**src/plel_pkg.sv**
```systemverilog
`timescale 1ns / 1ps
package plel_pkg;

   localparam int MAX_BINS_DEF = 32;

   localparam int ENERGY_W = 20;
   localparam int EFF_W    = 16;
   localparam int INDEX_W  = 5;
   localparam int ACTION_W = 2;
   localparam int COUNT_W  = 6;
   localparam int CONST_W  = 16;

   // shared divider: 37-bit dividend covers both the 32-bit wavelength
   // conversion and the 36-bit interpolation product
   localparam int DIV_W     = 37;
   localparam int DIV_CNT_W = 6;

   localparam logic [ENERGY_W-1:0] ENERGY_MAX = '1;
   localparam logic [EFF_W-1:0]    EFF_MAX    = '1;

   localparam logic [ACTION_W-1:0] ACT_LOAD_ENERGY  = 2'd0;
   localparam logic [ACTION_W-1:0] ACT_LOAD_WAVE    = 2'd1;
   localparam logic [ACTION_W-1:0] ACT_QUERY_ENERGY = 2'd2;
   localparam logic [ACTION_W-1:0] ACT_QUERY_WAVE   = 2'd3;

   localparam logic CSR_BIN_COUNT = 1'b0;
   localparam logic CSR_CONV_CONST = 1'b1;

   localparam logic [COUNT_W-1:0] BIN_COUNT_RESET  = 6'd20;
   localparam logic [CONST_W-1:0] CONV_CONST_RESET = 16'd19890;

   typedef struct packed {
      logic                is_load;
      logic                by_wavelength;
      logic [INDEX_W-1:0]  entry_index;
      logic [EFF_W-1:0]    entry_efficiency;
      logic [ENERGY_W-1:0] photon_value;
   } item_type;

   typedef struct packed {
      logic                start;
      logic [DIV_W-1:0]    dividend;
      logic [ENERGY_W-1:0] divisor;
   } div_req_type;

   typedef struct packed {
      logic             done;
      logic [DIV_W-1:0] quotient;
   } div_rsp_type;

endpackage

```
**src/plel_front.sv**
```systemverilog
`timescale 1ns / 1ps
module plel_front (
   input  logic                        clock,
   input  logic                        reset,
   input  logic                        req_valid,
   output logic                        req_stall,
   input  logic [plel_pkg::ACTION_W-1:0] req_action,
   input  logic [plel_pkg::INDEX_W-1:0]  req_entry_index,
   input  logic [plel_pkg::EFF_W-1:0]    req_entry_efficiency,
   input  logic [plel_pkg::ENERGY_W-1:0] req_photon_value,
   output logic                        head_valid,
   output plel_pkg::item_type          head_item,
   input  logic                        head_pop
);
   import plel_pkg::*;

   item_type   queue_ff [2];
   logic       wr_ptr_ff, wr_ptr_in;
   logic       rd_ptr_ff, rd_ptr_in;
   logic [1:0] count_ff, count_in;
   item_type   item;
   logic       push;
   logic       pop;

   always_comb begin
      item.is_load          = (req_action == ACT_LOAD_ENERGY) || (req_action == ACT_LOAD_WAVE);
      item.by_wavelength    = (req_action == ACT_LOAD_WAVE) || (req_action == ACT_QUERY_WAVE);
      item.entry_index      = req_entry_index;
      item.entry_efficiency = req_entry_efficiency;
      item.photon_value     = req_photon_value;
   end

   assign req_stall  = (count_ff == 2'd2);
   assign push       = req_valid && !req_stall;
   assign head_valid = (count_ff != 2'd0);
   assign head_item  = queue_ff[rd_ptr_ff];
   assign pop        = head_pop && head_valid;

   always_comb begin
      wr_ptr_in = push ? ~wr_ptr_ff : wr_ptr_ff;
      rd_ptr_in = pop ? ~rd_ptr_ff : rd_ptr_ff;
      count_in  = count_ff + {1'b0, push} - {1'b0, pop};
   end

   always_ff @(posedge clock) begin
      if (reset) begin
         wr_ptr_ff <= 1'b0;
         rd_ptr_ff <= 1'b0;
         count_ff  <= 2'd0;
      end else begin
         wr_ptr_ff <= wr_ptr_in;
         rd_ptr_ff <= rd_ptr_in;
         count_ff  <= count_in;
      end
   end

   always_ff @(posedge clock) begin
      if (push) begin
         queue_ff[wr_ptr_ff] <= item;
      end
   end

endmodule

```
**src/plel_div.sv**
```systemverilog
`timescale 1ns / 1ps
module plel_div (
   input  logic                  clock,
   input  logic                  reset,
   input  plel_pkg::div_req_type div_req,
   output plel_pkg::div_rsp_type div_rsp
);
   import plel_pkg::*;

   logic [DIV_W-1:0]     dq_ff;
   logic [ENERGY_W:0]    rem_ff;
   logic [ENERGY_W-1:0]  dvs_ff;
   logic [DIV_CNT_W-1:0] cnt_ff;
   logic                 busy_ff;
   logic                 done_ff;
   logic [ENERGY_W:0]    rem_sh;
   logic [ENERGY_W+1:0]  diff;

   // one restoring step per cycle, quotient bits shift in behind the dividend
   always_comb begin
      rem_sh = {rem_ff[ENERGY_W-1:0], dq_ff[DIV_W-1]};
      diff   = {1'b0, rem_sh} - {2'b00, dvs_ff};
   end

   always_ff @(posedge clock) begin
      if (reset) begin
         busy_ff <= 1'b0;
         done_ff <= 1'b0;
      end else begin
         done_ff <= 1'b0;
         if (div_req.start) begin
            busy_ff <= 1'b1;
         end else if (busy_ff && cnt_ff == DIV_CNT_W'(1)) begin
            busy_ff <= 1'b0;
            done_ff <= 1'b1;
         end
      end
   end

   always_ff @(posedge clock) begin
      if (div_req.start) begin
         dq_ff  <= div_req.dividend;
         rem_ff <= '0;
         dvs_ff <= div_req.divisor;
         cnt_ff <= DIV_CNT_W'(DIV_W);
      end else if (busy_ff) begin
         dq_ff  <= {dq_ff[DIV_W-2:0], ~diff[ENERGY_W+1]};
         rem_ff <= diff[ENERGY_W+1] ? rem_sh : diff[ENERGY_W:0];
         cnt_ff <= cnt_ff - DIV_CNT_W'(1);
      end
   end

   assign div_rsp.done     = done_ff;
   assign div_rsp.quotient = dq_ff;

endmodule

```
**src/plel_back.sv**
```systemverilog
`timescale 1ns / 1ps
module plel_back #(
   parameter int MAX_BINS = plel_pkg::MAX_BINS_DEF
) (
   input  logic                          clock,
   input  logic                          reset,
   input  logic [plel_pkg::COUNT_W-1:0]  bin_count,
   input  logic [plel_pkg::CONST_W-1:0]  conv_const,
   input  logic                          head_valid,
   input  plel_pkg::item_type            head_item,
   output logic                          head_pop,
   output plel_pkg::div_req_type         div_req,
   input  plel_pkg::div_rsp_type         div_rsp,
   output logic                          rsp_valid,
   input  logic                          rsp_stall,
   output logic [plel_pkg::EFF_W-1:0]    rsp_efficiency,
   output logic [plel_pkg::ENERGY_W-1:0] rsp_photon_energy,
   output logic                          rsp_in_range,
   output logic                          rsp_bad_wavelength,
   output logic                          rsp_flat_bin
);
   import plel_pkg::*;

   localparam int AW = (MAX_BINS > 2) ? $clog2(MAX_BINS) : 1;
   localparam int CW = $clog2(MAX_BINS + 1);

   localparam logic [3:0] S_IDLE     = 4'd0;
   localparam logic [3:0] S_CONV     = 4'd1;
   localparam logic [3:0] S_DISPATCH = 4'd2;
   localparam logic [3:0] S_TOP      = 4'd3;
   localparam logic [3:0] S_CMP      = 4'd4;
   localparam logic [3:0] S_MUL      = 4'd5;
   localparam logic [3:0] S_DIVST    = 4'd6;
   localparam logic [3:0] S_DIV      = 4'd7;
   localparam logic [3:0] S_DONE     = 4'd8;

   logic [3:0] state_ff, state_in;

   logic [ENERGY_W-1:0] energy_mem [MAX_BINS];
   logic [EFF_W-1:0]    eff_mem    [MAX_BINS];
   logic [ENERGY_W-1:0] rd_e_ff;
   logic [EFF_W-1:0]    rd_q_ff;
   logic [AW-1:0]       addr_ff, addr_in;
   logic                mem_we;

   item_type            item_ff;
   logic [ENERGY_W-1:0] energy_ff, energy_in;
   logic                bad_ff, bad_in;
   logic [ENERGY_W-1:0] hi_e_ff, lo_e_ff;
   logic [EFF_W-1:0]    hi_q_ff, lo_q_ff;
   logic                neg_ff;
   logic [DIV_W-1:0]    mag_ff;
   logic [EFF_W-1:0]    eff_ff, eff_in;
   logic                hit_ff, hit_in;
   logic                flat_ff, flat_in;

   logic [CW-1:0]           n_bins;
   logic                    match;
   logic                    idx_ok;
   logic signed [EFF_W:0]   dq;
   logic signed [ENERGY_W:0] de;
   logic signed [EFF_W+ENERGY_W+1:0] prod;
   logic signed [EFF_W+1:0] sum;
   logic                    rsp_load;

   always_comb begin
      if (32'(bin_count) > 32'(MAX_BINS)) begin
         n_bins = CW'(MAX_BINS);
      end else begin
         n_bins = CW'(bin_count);
      end
   end

   assign match  = (energy_ff >= rd_e_ff) && (energy_ff <= hi_e_ff);
   assign idx_ok = 32'(item_ff.entry_index) < 32'(MAX_BINS);
   assign dq     = $signed({1'b0, hi_q_ff}) - $signed({1'b0, lo_q_ff});
   assign de     = $signed({1'b0, energy_ff - lo_e_ff});
   assign prod   = dq * de;
   assign sum    = neg_ff ? $signed({2'b00, lo_q_ff}) - $signed({1'b0, div_rsp.quotient[EFF_W:0]})
                          : $signed({2'b00, lo_q_ff}) + $signed({1'b0, div_rsp.quotient[EFF_W:0]});
   assign rsp_load = (state_ff == S_DONE) && (!rsp_valid || !rsp_stall);

   always_comb begin
      state_in  = state_ff;
      addr_in   = addr_ff;
      energy_in = energy_ff;
      bad_in    = bad_ff;
      eff_in    = eff_ff;
      hit_in    = hit_ff;
      flat_in   = flat_ff;
      head_pop  = 1'b0;
      mem_we    = 1'b0;
      div_req   = '0;
      case (state_ff)
         S_IDLE: begin
            if (head_valid) begin
               head_pop = 1'b1;
               hit_in   = 1'b0;
               flat_in  = 1'b0;
               eff_in   = '0;
               bad_in   = head_item.by_wavelength && (head_item.photon_value == '0);
               if (head_item.by_wavelength && head_item.photon_value != '0) begin
                  div_req.start    = 1'b1;
                  div_req.dividend = DIV_W'({conv_const, 16'h0000});
                  div_req.divisor  = head_item.photon_value;
                  state_in         = S_CONV;
               end else begin
                  energy_in = head_item.by_wavelength ? '0 : head_item.photon_value;
                  state_in  = S_DISPATCH;
               end
            end
         end
         S_CONV: begin
            if (div_rsp.done) begin
               if (div_rsp.quotient > DIV_W'(ENERGY_MAX)) begin
                  energy_in = ENERGY_MAX;
               end else begin
                  energy_in = div_rsp.quotient[ENERGY_W-1:0];
               end
               state_in = S_DISPATCH;
            end
         end
         S_DISPATCH: begin
            if (item_ff.is_load) begin
               mem_we   = idx_ok;
               state_in = S_IDLE;
            end else if (n_bins < CW'(2)) begin
               state_in = S_DONE;
            end else begin
               addr_in  = AW'(n_bins - CW'(1));
               state_in = S_TOP;
            end
         end
         S_TOP: begin
            addr_in  = addr_ff - AW'(1);
            state_in = S_CMP;
         end
         S_CMP: begin
            if (match) begin
               hit_in = 1'b1;
               if (rd_e_ff == hi_e_ff) begin
                  flat_in  = 1'b1;
                  eff_in   = rd_q_ff;
                  state_in = S_DONE;
               end else begin
                  state_in = S_MUL;
               end
            end else if (addr_ff == '0) begin
               state_in = S_DONE;
            end else begin
               addr_in = addr_ff - AW'(1);
            end
         end
         S_MUL: begin
            state_in = S_DIVST;
         end
         S_DIVST: begin
            div_req.start    = 1'b1;
            div_req.dividend = mag_ff;
            div_req.divisor  = hi_e_ff - lo_e_ff;
            state_in         = S_DIV;
         end
         S_DIV: begin
            if (div_rsp.done) begin
               if (sum < 0) begin
                  eff_in = '0;
               end else if (sum > $signed({2'b00, EFF_MAX})) begin
                  eff_in = EFF_MAX;
               end else begin
                  eff_in = sum[EFF_W-1:0];
               end
               state_in = S_DONE;
            end
         end
         S_DONE: begin
            if (rsp_load) begin
               state_in = S_IDLE;
            end
         end
         default: begin
            state_in = S_IDLE;
         end
      endcase
   end

   always_ff @(posedge clock) begin
      if (reset) begin
         state_ff  <= S_IDLE;
         rsp_valid <= 1'b0;
      end else begin
         state_ff <= state_in;
         if (rsp_load) begin
            rsp_valid <= 1'b1;
         end else if (!rsp_stall) begin
            rsp_valid <= 1'b0;
         end
      end
   end

   always_ff @(posedge clock) begin
      if (head_pop) begin
         item_ff <= head_item;
      end
      addr_ff   <= addr_in;
      energy_ff <= energy_in;
      bad_ff    <= bad_in;
      eff_ff    <= eff_in;
      hit_ff    <= hit_in;
      flat_ff   <= flat_in;
      if (state_ff == S_TOP || (state_ff == S_CMP && !match)) begin
         hi_e_ff <= rd_e_ff;
         hi_q_ff <= rd_q_ff;
      end
      if (state_ff == S_CMP) begin
         lo_e_ff <= rd_e_ff;
         lo_q_ff <= rd_q_ff;
      end
      if (state_ff == S_MUL) begin
         neg_ff <= prod < 0;
         mag_ff <= (prod < 0) ? DIV_W'(-prod) : DIV_W'(prod);
      end
      if (rsp_load) begin
         rsp_efficiency     <= eff_ff;
         rsp_photon_energy  <= energy_ff;
         rsp_in_range       <= hit_ff;
         rsp_bad_wavelength <= bad_ff;
         rsp_flat_bin       <= flat_ff;
      end
   end

   // read data follows the next address so that one bin is compared a cycle
   always_ff @(posedge clock) begin
      if (mem_we) begin
         energy_mem[AW'(item_ff.entry_index)] <= energy_ff;
         eff_mem[AW'(item_ff.entry_index)]    <= item_ff.entry_efficiency;
      end
      rd_e_ff <= energy_mem[addr_in];
      rd_q_ff <= eff_mem[addr_in];
   end

endmodule

```
**src/piecewise_linear_efficiency_lookup_core.sv**
```systemverilog
`timescale 1ns / 1ps
// Channel | Direction | Handshake           | Payload
// req     | in        | req_valid/req_stall | action, entry_index, entry_efficiency, photon_value
// rsp     | out       | rsp_valid/rsp_stall | efficiency, photon_energy, in_range, bad_wavelength, flat_bin
// csr     | in        | csr_valid/csr_ready | index, data
//
// One item at a time in the back end. A load or query by wavelength first converts the
// value in the shared 37-step restoring divider; a query then scans the table one bin a
// cycle, and an interpolation uses the same divider once more.
// Reset is synchronous; table contents are undefined until loaded.
// A two-entry queue takes req beats while the back end works or rsp is stalled, until it is full.
module piecewise_linear_efficiency_lookup_core #(
   parameter int MAX_BINS = plel_pkg::MAX_BINS_DEF
) (
   input  logic                          clock,
   input  logic                          reset,
   input  logic                          req_valid,
   output logic                          req_stall,
   input  logic [plel_pkg::ACTION_W-1:0] req_action,
   input  logic [plel_pkg::INDEX_W-1:0]  req_entry_index,
   input  logic [plel_pkg::EFF_W-1:0]    req_entry_efficiency,
   input  logic [plel_pkg::ENERGY_W-1:0] req_photon_value,
   output logic                          rsp_valid,
   input  logic                          rsp_stall,
   output logic [plel_pkg::EFF_W-1:0]    rsp_efficiency,
   output logic [plel_pkg::ENERGY_W-1:0] rsp_photon_energy,
   output logic                          rsp_in_range,
   output logic                          rsp_bad_wavelength,
   output logic                          rsp_flat_bin,
   input  logic                          csr_valid,
   output logic                          csr_ready,
   input  logic                          csr_index,
   input  logic [plel_pkg::CONST_W-1:0]  csr_data
);
   import plel_pkg::*;

   logic [COUNT_W-1:0] bin_count_ff;
   logic [CONST_W-1:0] conv_const_ff;
   logic               head_valid;
   item_type           head_item;
   logic               head_pop;
   div_req_type        div_req;
   div_rsp_type        div_rsp;

   assign csr_ready = 1'b1;

   always_ff @(posedge clock) begin
      if (reset) begin
         bin_count_ff  <= BIN_COUNT_RESET;
         conv_const_ff <= CONV_CONST_RESET;
      end else if (csr_valid && csr_ready) begin
         case (csr_index)
            CSR_BIN_COUNT:  bin_count_ff  <= csr_data[COUNT_W-1:0];
            CSR_CONV_CONST: conv_const_ff <= csr_data;
            default: ;
         endcase
      end
   end

   plel_front u_front (
      .clock                (clock),
      .reset                (reset),
      .req_valid            (req_valid),
      .req_stall            (req_stall),
      .req_action           (req_action),
      .req_entry_index      (req_entry_index),
      .req_entry_efficiency (req_entry_efficiency),
      .req_photon_value     (req_photon_value),
      .head_valid           (head_valid),
      .head_item            (head_item),
      .head_pop             (head_pop)
   );

   plel_div u_div (
      .clock   (clock),
      .reset   (reset),
      .div_req (div_req),
      .div_rsp (div_rsp)
   );

   plel_back #(
      .MAX_BINS (MAX_BINS)
   ) u_back (
      .clock              (clock),
      .reset              (reset),
      .bin_count          (bin_count_ff),
      .conv_const         (conv_const_ff),
      .head_valid         (head_valid),
      .head_item          (head_item),
      .head_pop           (head_pop),
      .div_req            (div_req),
      .div_rsp            (div_rsp),
      .rsp_valid          (rsp_valid),
      .rsp_stall          (rsp_stall),
      .rsp_efficiency     (rsp_efficiency),
      .rsp_photon_energy  (rsp_photon_energy),
      .rsp_in_range       (rsp_in_range),
      .rsp_bad_wavelength (rsp_bad_wavelength),
      .rsp_flat_bin       (rsp_flat_bin)
   );

endmodule

```
**config.mk**
```make
export PLATFORM = sky130hd
export DESIGN_NAME = piecewise_linear_efficiency_lookup_core
export DESIGN_NICKNAME = d
export VERILOG_FILES = /design/src/plel_pkg.sv /design/src/plel_front.sv /design/src/plel_div.sv /design/src/plel_back.sv /design/src/piecewise_linear_efficiency_lookup_core.sv
export SDC_FILE = /design/constraint.sdc
export NUM_CORES = 2
export LEC_CHECK = 0
export BUFFER_PORTS_ARGS = -buffer_cell sky130_fd_sc_hd__buf_4
export CORE_MARGIN = 2
export CORE_UTILIZATION = 50
export DETAILED_ROUTE_END_ITERATION = 8
export GPL_ROUTABILITY_DRIVEN = 0
export PLACE_DENSITY = 0.77
export SYNTH_ARGS = -nofsm -noshare
export SYNTH_HDL_FRONTEND = slang
export SYNTH_SLANG_ARGS = --single-unit
```
**constraint.sdc**
```tcl
create_clock -name clock -period 25.5 [get_ports clock]
set_input_delay 5.1 -clock clock [delete_from_list [all_inputs] [get_ports clock]]
set_output_delay 5.1 -clock clock [all_outputs]
set_load 0.02 [all_outputs]
```
; Word-level counts from Yosys, hierarchy flattened
; Memory sizes are Yosys's and may differ from the RTL's. A register that Yosys moved wholly into a read port is not among the register bits.
; Index checks and enable logic that the tools add are counted.
[word_totals]
elab_cells = 178
mem_bits_rw = 1238
register_bits = 331
input_bits = 65
n_memories = 3
[op_classes]
n_lt_le_gt_ge = 8
n_addsub = 12
eq_ne = 22
bitwise = 4
mul = 1
reduce_logical = 36
n_mux = 59
[memory_table]
columns = memory, depth, width, read_ports, rd_ports_with_merged_regs, wr, line_no
row1 = u_back.energy_mem, 32, 20, 1, 1, 1, plel_back.sv:39  ; logic [ENERGY_W-1:0] energy_mem [MAX_BINS];
row2 = u_back.eff_mem, 32, 16, 1, 1, 1, plel_back.sv:40  ; logic [EFF_W-1:0] eff_mem [MAX_BINS];
row3 = u_front.queue_ff, 2, 43, 1, 1, 1, plel_front.sv:17  ; item_type queue_ff [2];
[ops]
columns = cell, count
row1 = $mux W20, 6
row2 = $mux W58, 2
row3 = $pmux W58 S2, 1
row4 = $mux W37, 3
row5 = $mux W16, 6
row6 = $pmux W16 S3, 1
row7 = $pmux W20 S2, 1
row8 = $sub A20 B20 Y20, 2
row9 = $lt A38 B1 Y1 const B, 1
row10 = $mul A17 B21 Y38, 1
row11 = $gt A37 B20 Y1 const B, 1
row12 = $neg A37 Y37, 1
row13 = $mux W4, 9
row14 = $pmux W4 S9, 1
row15 = $sub A21 B20 Y22, 1
row16 = $eq A20 B20 Y1, 1
row17 = $ge A20 B20 Y1, 1
row18 = $le A20 B20 Y1, 1
row19 = $logic_not A20 Y1, 1
row20 = $mux W5, 4
row21 = $reduce_bool A20 Y1, 1
row22 = $mux W1, 19
row23 = $add A16 B17 Y18, 1
row24 = $gt A18 B17 Y1 const B, 1
row25 = other kinds (38), 75

; Depth between registers and ports, before layout
[depth]
ltp_word = 7
depth_mapped = 41
depth_no_buf = 40

; Hierarchy
; Synthesis repeated with hierarchy kept, for this count alone.
[unflattened]
hier_cells = 6160
hier_area_um2 = 80359.6
[by_module_without_submodules]
columns = mod, instances, area_per_inst_um2, cells_per_inst
row1 = plel_back, 1, 71782.6, 5545
row2 = plel_div, 1, 4315.4, 361
row3 = plel_front, 1, 3345.7, 163
row4 = piecewise_linear_efficiency_lookup_core, 1, 915.9, 91

; Worst setup path after synthesis
; No wires, ideal clock.
[synth_timing]
path_kind = register to register
startpoint = register u_back.energy_ff[0]
endpoint = register u_back.mag_ff[25] (data pin)
n_path_buf = 2
slack_ns = 15.159
stages_incl_launch_ff = 41
t_arrival_ns = 10.079
t_required_ns = 25.238
setup_ns = 0.262
path_cell_list = edfxtp_1 inv_1 ha_1 inv_1 fa_1 a21o_1 a21oi_1 o21bai_1 a21oi_1 o21a_1 o2111ai_1 a31oi_1 nor2b_1 o21a_1 o41ai_1 xnor2_1 clkbuf_1 nand2_1 [5 not listed] fa_1 inv_1 fa_1 inv_1 ha_1 and2_1 a221o_1 a31oi_1 nand2_1 o211a_1 o21ai_1 o211ai_1 a31o_1 a21oi_1 xnor3_2 buf_2 a31oi_1 xnor2_1
[synth_via]
elab_chain_cells = 4
word_cells_on_any_way = 5
classes_between = add/sub: 2 / mul: 1 / order compare: 1 / mux: 1
[synth_lines]
columns = item, line_no
row1 = from (decl), plel_back.sv:47  ; logic [ENERGY_W-1:0] energy_ff, energy_in;
row2 = from (signal assigned), plel_back.sv:205  ; energy_ff <= energy_in;
row3 = $sub A20 B20 Y20 *, plel_back.sv:77  ; assign de = $signed({1'b0, energy_ff - lo_e_ff});
row4 = $mul A17 B21 Y38 *, plel_back.sv:78  ; assign prod = dq * de;
row5 = $neg A37 Y37 / $lt A38 B1 Y1 (equally long branches), plel_back.sv:220  ; mag_ff <= (prod < 0) ? DIV_W'(-prod) : DIV_W'(prod);
row6 = $mux W37 *, plel_back.sv:220
row7 = to (signal assigned), plel_back.sv:220
row8 = to (decl), plel_back.sv:52  ; logic [DIV_W-1:0] mag_ff;
; Mark *: on every way between the ends. The rest lies on a longest branch, timed or not.
; A chain may end at the register's enable or synchronous reset.

; Final worst setup path
[layout_timing]
startpoint = register u_back.energy_ff[0]
endpoint = register u_back.mag_ff[1] (data pin)
; The elaborated chain is that of the path after synthesis.

==> reports/qor.json <==
{
  "synth.top_cells.by_area": {"value": "edfxtp_1 57%, mux2i_1 11%, fa_1 6.9%, ha_1 4.3%, dfxtp_1 2.6%"},
  "ys_seq_elements": {"value": 1606},
  "layout.filler_cells": {"value": 12100},
  "gr-total-overflow": {"value": 0},
  "dp_hpwl": {"value": 130000, "unit": "um"},
  "postCtsResizedCells": {"value": 0},
  "dr.first_iter.drc_count": {"value": 5254},
  "io-pin-count": {"value": 107},
  "layout-drive-gt1-share": {"value": 0.0937},
  "floorplan.die_area": {"value": 161000, "unit": "sq um"},
  "initial_core_util": {"value": 0.505},
  "worst_hold_class": {"value": "reg -> reg"},
  "grt_antenna_before_repair": {"value": 8},
  "antenna_violating_nets_post_route": {"value": 0},
  "cts_root_buf": {"value": "clkbuf_16"},
  "fin_crit_sh": {"value": 0.466},
  "setup_violations": {"value": 0},
  "status": {"value": "complete, no violations"},
  "period_needed": {"value": 11.88, "unit": "ns"},
  "synth_cell_types": {"value": 83},
  "layout.nets": {"value": 6507},
  "cp_data_required_time": {"value": 26.02, "unit": "ns"},
  "die_h": {"value": 402, "unit": "um"},
  "rows": {"value": 145},
  "grt_max_degree": {"value": 122},
  "synth_compound_gate_area_share": {"value": 0.0537},
  "synth-edff-count": {"value": 1505},
  "first_global_vias": {"value": 48000},
  "cts.sink_count": {"value": 1606},
  "multi_input_area": {"value": 29500, "unit": "sq um"},
  "htreeDepth": {"value": 4},
  "ys_dominant_reg_cell": {"value": "edfxtp_1"},
  "end_kind": {"value": "flop"},
  "synth.yosys.seq_area_share": {"value": 0.597},
  "worst-slew-pin-transition": {"value": 1.37, "unit": "ns"},
  "synth_simple_gate_area_share": {"value": 0.0621},
  "timing.critical_path.arrival": {"value": 12.40, "unit": "ns"},
  "worstSetupPathType": {"value": "reg -> reg"},
  "finalHoldViolations": {"value": 0},
  "grt_pass1_wl": {"value": 305000, "unit": "um"},
  "path_max_fanout": {"value": 37},
  "start_kind": {"value": "flop"},
  "number_of_cells_produced_by_synthesis": {"value": 5730},
  "synth_fa_ha_area_frac": {"value": 0.112},
  "signed_area_change_from_the_synthesized_netlist_to_the_final_layout": {"value": 11.4, "unit": "%"},
  "ff_latch_area": {"value": 47200, "unit": "sq um"},
  "synth.mux.area_fraction": {"value": 0.118},
  "fmax": {"value": 84.2, "unit": "MHz"},
  "cap_violations": {"value": 0},
  "port-buffer-count": {"value": 105},
  "critical_path.max_stage_delay": {"value": 0.89, "unit": "ns"},
  "drv_slew": {"value": 0},
  "cts_buffer_depth": {"value": 3},
  "finalClockSkew": {"value": 0.0723, "unit": "ns"},
  "route.final.wire_length": {"value": 207000, "unit": "um"},
  "synthArstFlopShare": {"value": 0},
  "combinational_family_with_the_most_area_after_synthesis": {"value": "multiplexers"},
  "crit_path_most_repeated_cell": {"value": "fa_1"},
  "cts-buffers-inserted": {"value": 162},
  "syn-mean-instance-area": {"value": 13.8, "unit": "sq um"},
  "syn_area": {"value": 79100, "unit": "sq um"},
  "synth_largest_type_area_fraction": {"value": 0.572},
  "critical_path.slowest_cell": {"value": "xor2_1"},
  "core_area": {"value": 157000, "unit": "sq um"},
  "post_drt_via_cell_ratio": {"value": 5.95},
  "min-delay-start": {"value": "u_back.eff_ff[10]$_DFFE_PP_"},
  "route.detailed.drc": {"value": 0},
  "r2r-start": {"value": "u_back.energy_ff[0]$_DFFE_PP_"},
  "grt_usage": {"value": 0.254},
  "post_cts_buffers": {"value": 0},
  "cts.hold.buffers_added": {"value": 0},
  "post_drt_wl_per_cell": {"value": 25.6, "unit": "um"},
  "post-synth-top-area-cell": {"value": "edfxtp_1"},
  "fp.dieW": {"value": 402, "unit": "um"},
  "fin_tns_setup": {"value": 0, "unit": "ns"},
  "slew_headroom": {"value": 0.0899},
  "reg2reg_setup_slack": {"value": 13.62, "unit": "ns"},
  "worst_skew_pair.late_latency": {"value": 0.81, "unit": "ns"},
  "synth_warnings": {"value": 0},
  "grt_setup_unrepaired": {"value": "false"},
  "drt-pass1-iter-count": {"value": 8},
  "worst_setup_path_startpoint": {"value": "u_back.energy_ff[0]$_DFFE_PP_"},
  "synth_xor_area_frac": {"value": 0.0222},
  "synth_fp_nets": {"value": 6341},
  "clk_pin_slew": {"value": 0.06, "unit": "ns"},
  "num_vias": {"value": 48100},
  "tritoncts": {"value": "done"}
}
## routing by layer
metal / share of wire / track usage / vias to the layer above
met5: 0.00029 / 0 / -
met4: 0.056 / 0.130 / 10
met3: 0.091 / 0.0527 / 529
met2: 0.47 / 0.413 / 2358
met1: 0.38 / 0.323 / 24100
li1: - / - / 21200
## layout by cell type, fill, tap and decap left out, drive strengths merged, types with 77 or more instances in the layout
cell / synthesis / final
o22ai: 163 / 163
nor2: 325 / 325
xnor2: 121 / 121
inv: 469 / 476
o21ai: 137 / 137
nand2: 401 / 401
clkbuf: 132 / 219
buf: 94 / 228
a21oi: 130 / 130
fa: 274 / 274
mux2i: 904 / 904
ha: 272 / 272
edfxtp: 1505 / 1505
dfxtp: 101 / 101
xor2: 77 / 77
## state kept, by name, indices dropped and copies added, names as in the netlist, 16 cells and up, named ones only
| signal | cells |
|---|---|
| u_back.energy_mem | 640 |
| u_back.eff_mem | 512 |
| u_front.queue_ff | 86 |
| u_back.mag_ff | 37 |
| u_div.dq_ff | 37 |
| u_back.item_ff | 22 |
| u_back.energy_ff | 20 |
| u_back.hi_e_ff | 20 |
| u_back.lo_e_ff | 20 |
| u_back.rd_e_ff | 20 |
| u_back.rsp_photon_energy | 20 |
| u_div.dvs_ff | 20 |
| u_div.rem_ff | 20 |
| conv_const_ff | 16 |
| u_back.eff_ff | 16 |
| u_back.hi_q_ff | 16 |
| u_back.lo_q_ff | 16 |
| u_back.rd_q_ff | 16 |
| u_back.rsp_efficiency | 16 |
## Yosys cell counts (24+ instances only)
cell and n:
nor3_1 51, buf_2 75, ha_1 272, mux2_2 24
nor2b_1 37, and2_1 34, a21o_1 37, nor2_1 325
inv_1 465, o22ai_1 163, a21oi_1 130, edfxtp_1 1505
nand3_1 41, xor2_1 77, clkbuf_1 132, fa_1 274
xnor2_1 121, dfxtp_1 101, nand2b_1 38, nand2_1 401
o21a_1 40, nor4_1 59, a211oi_1 26, o21ai_0 121
mux2i_1 904
## cell type report
type,instances,area share
antenna,5,0.000142
tap,2058,0.0292
clock inverter,80,0.00973
sequential,1606,0.536
timing repair buffer,228,0.0197
clock buffer,219,0.0503
multi-input combinational,3429,0.335
inverter,469,0.0200
## per-stage QoR
| stage | utilization | hold slack (ns) | setup slack [ns] | cell area, sq um | instances |
|---|---|---|---|---|---|
| after floorplan | - | 0.400 | 15.16 | 79100 | 5730 |
| after CTS | 0.563 | 0.397 | 13.84 | 88100 | 8088 |
| after global routing | 0.563 | 0.414 | 13.06 | 88100 | 8089 |
| after global placement | 0.529 | 0.402 | 14.06 | 82800 | 7789 |
| final | 0.563 | 0.395 | 13.62 | 88100 | 8094 |
| after detailed placement | 0.529 | 0.405 | 13.86 | 82800 | 7789 |
## kinds of logic after synthesis
family	Yosys count
compound gates	671
xor+xnor	199
fa+ha+maj	546
buf+inv	695
flops	1606
mux	929
other cells	1
simple gates	1083
## critical path, delay by kind of cell (launching register included)
kind / cells / cell delay (ns)
adders and majority gates: 9 / 3.98
AOI/OAI and AO/OA: 15 / 3.39
xor gates and xnor gates: 2 / 1.61
and+or+nand+nor: 5 / 0.94
DFF: 1 / 0.82
buffers and inverters: 5 / 0.53
muxes: 1 / 0.39
## path summary, 6_finish.rpt
check                                                           end  cells after the start
worst max-delay path                     u_back.mag_ff[1]$_DFFE_PP_                     37
worst min-delay path            u_back.rsp_efficiency[10]$_DFFE_PP_                      0
worst max register to register           u_back.mag_ff[1]$_DFFE_PP_                     37
worst min register to register  u_back.rsp_efficiency[10]$_DFFE_PP_                      0
Power is left out: the tool's default activity adds up to more than one toggle a clock period on the data nets, which glitch-free logic cannot reach.
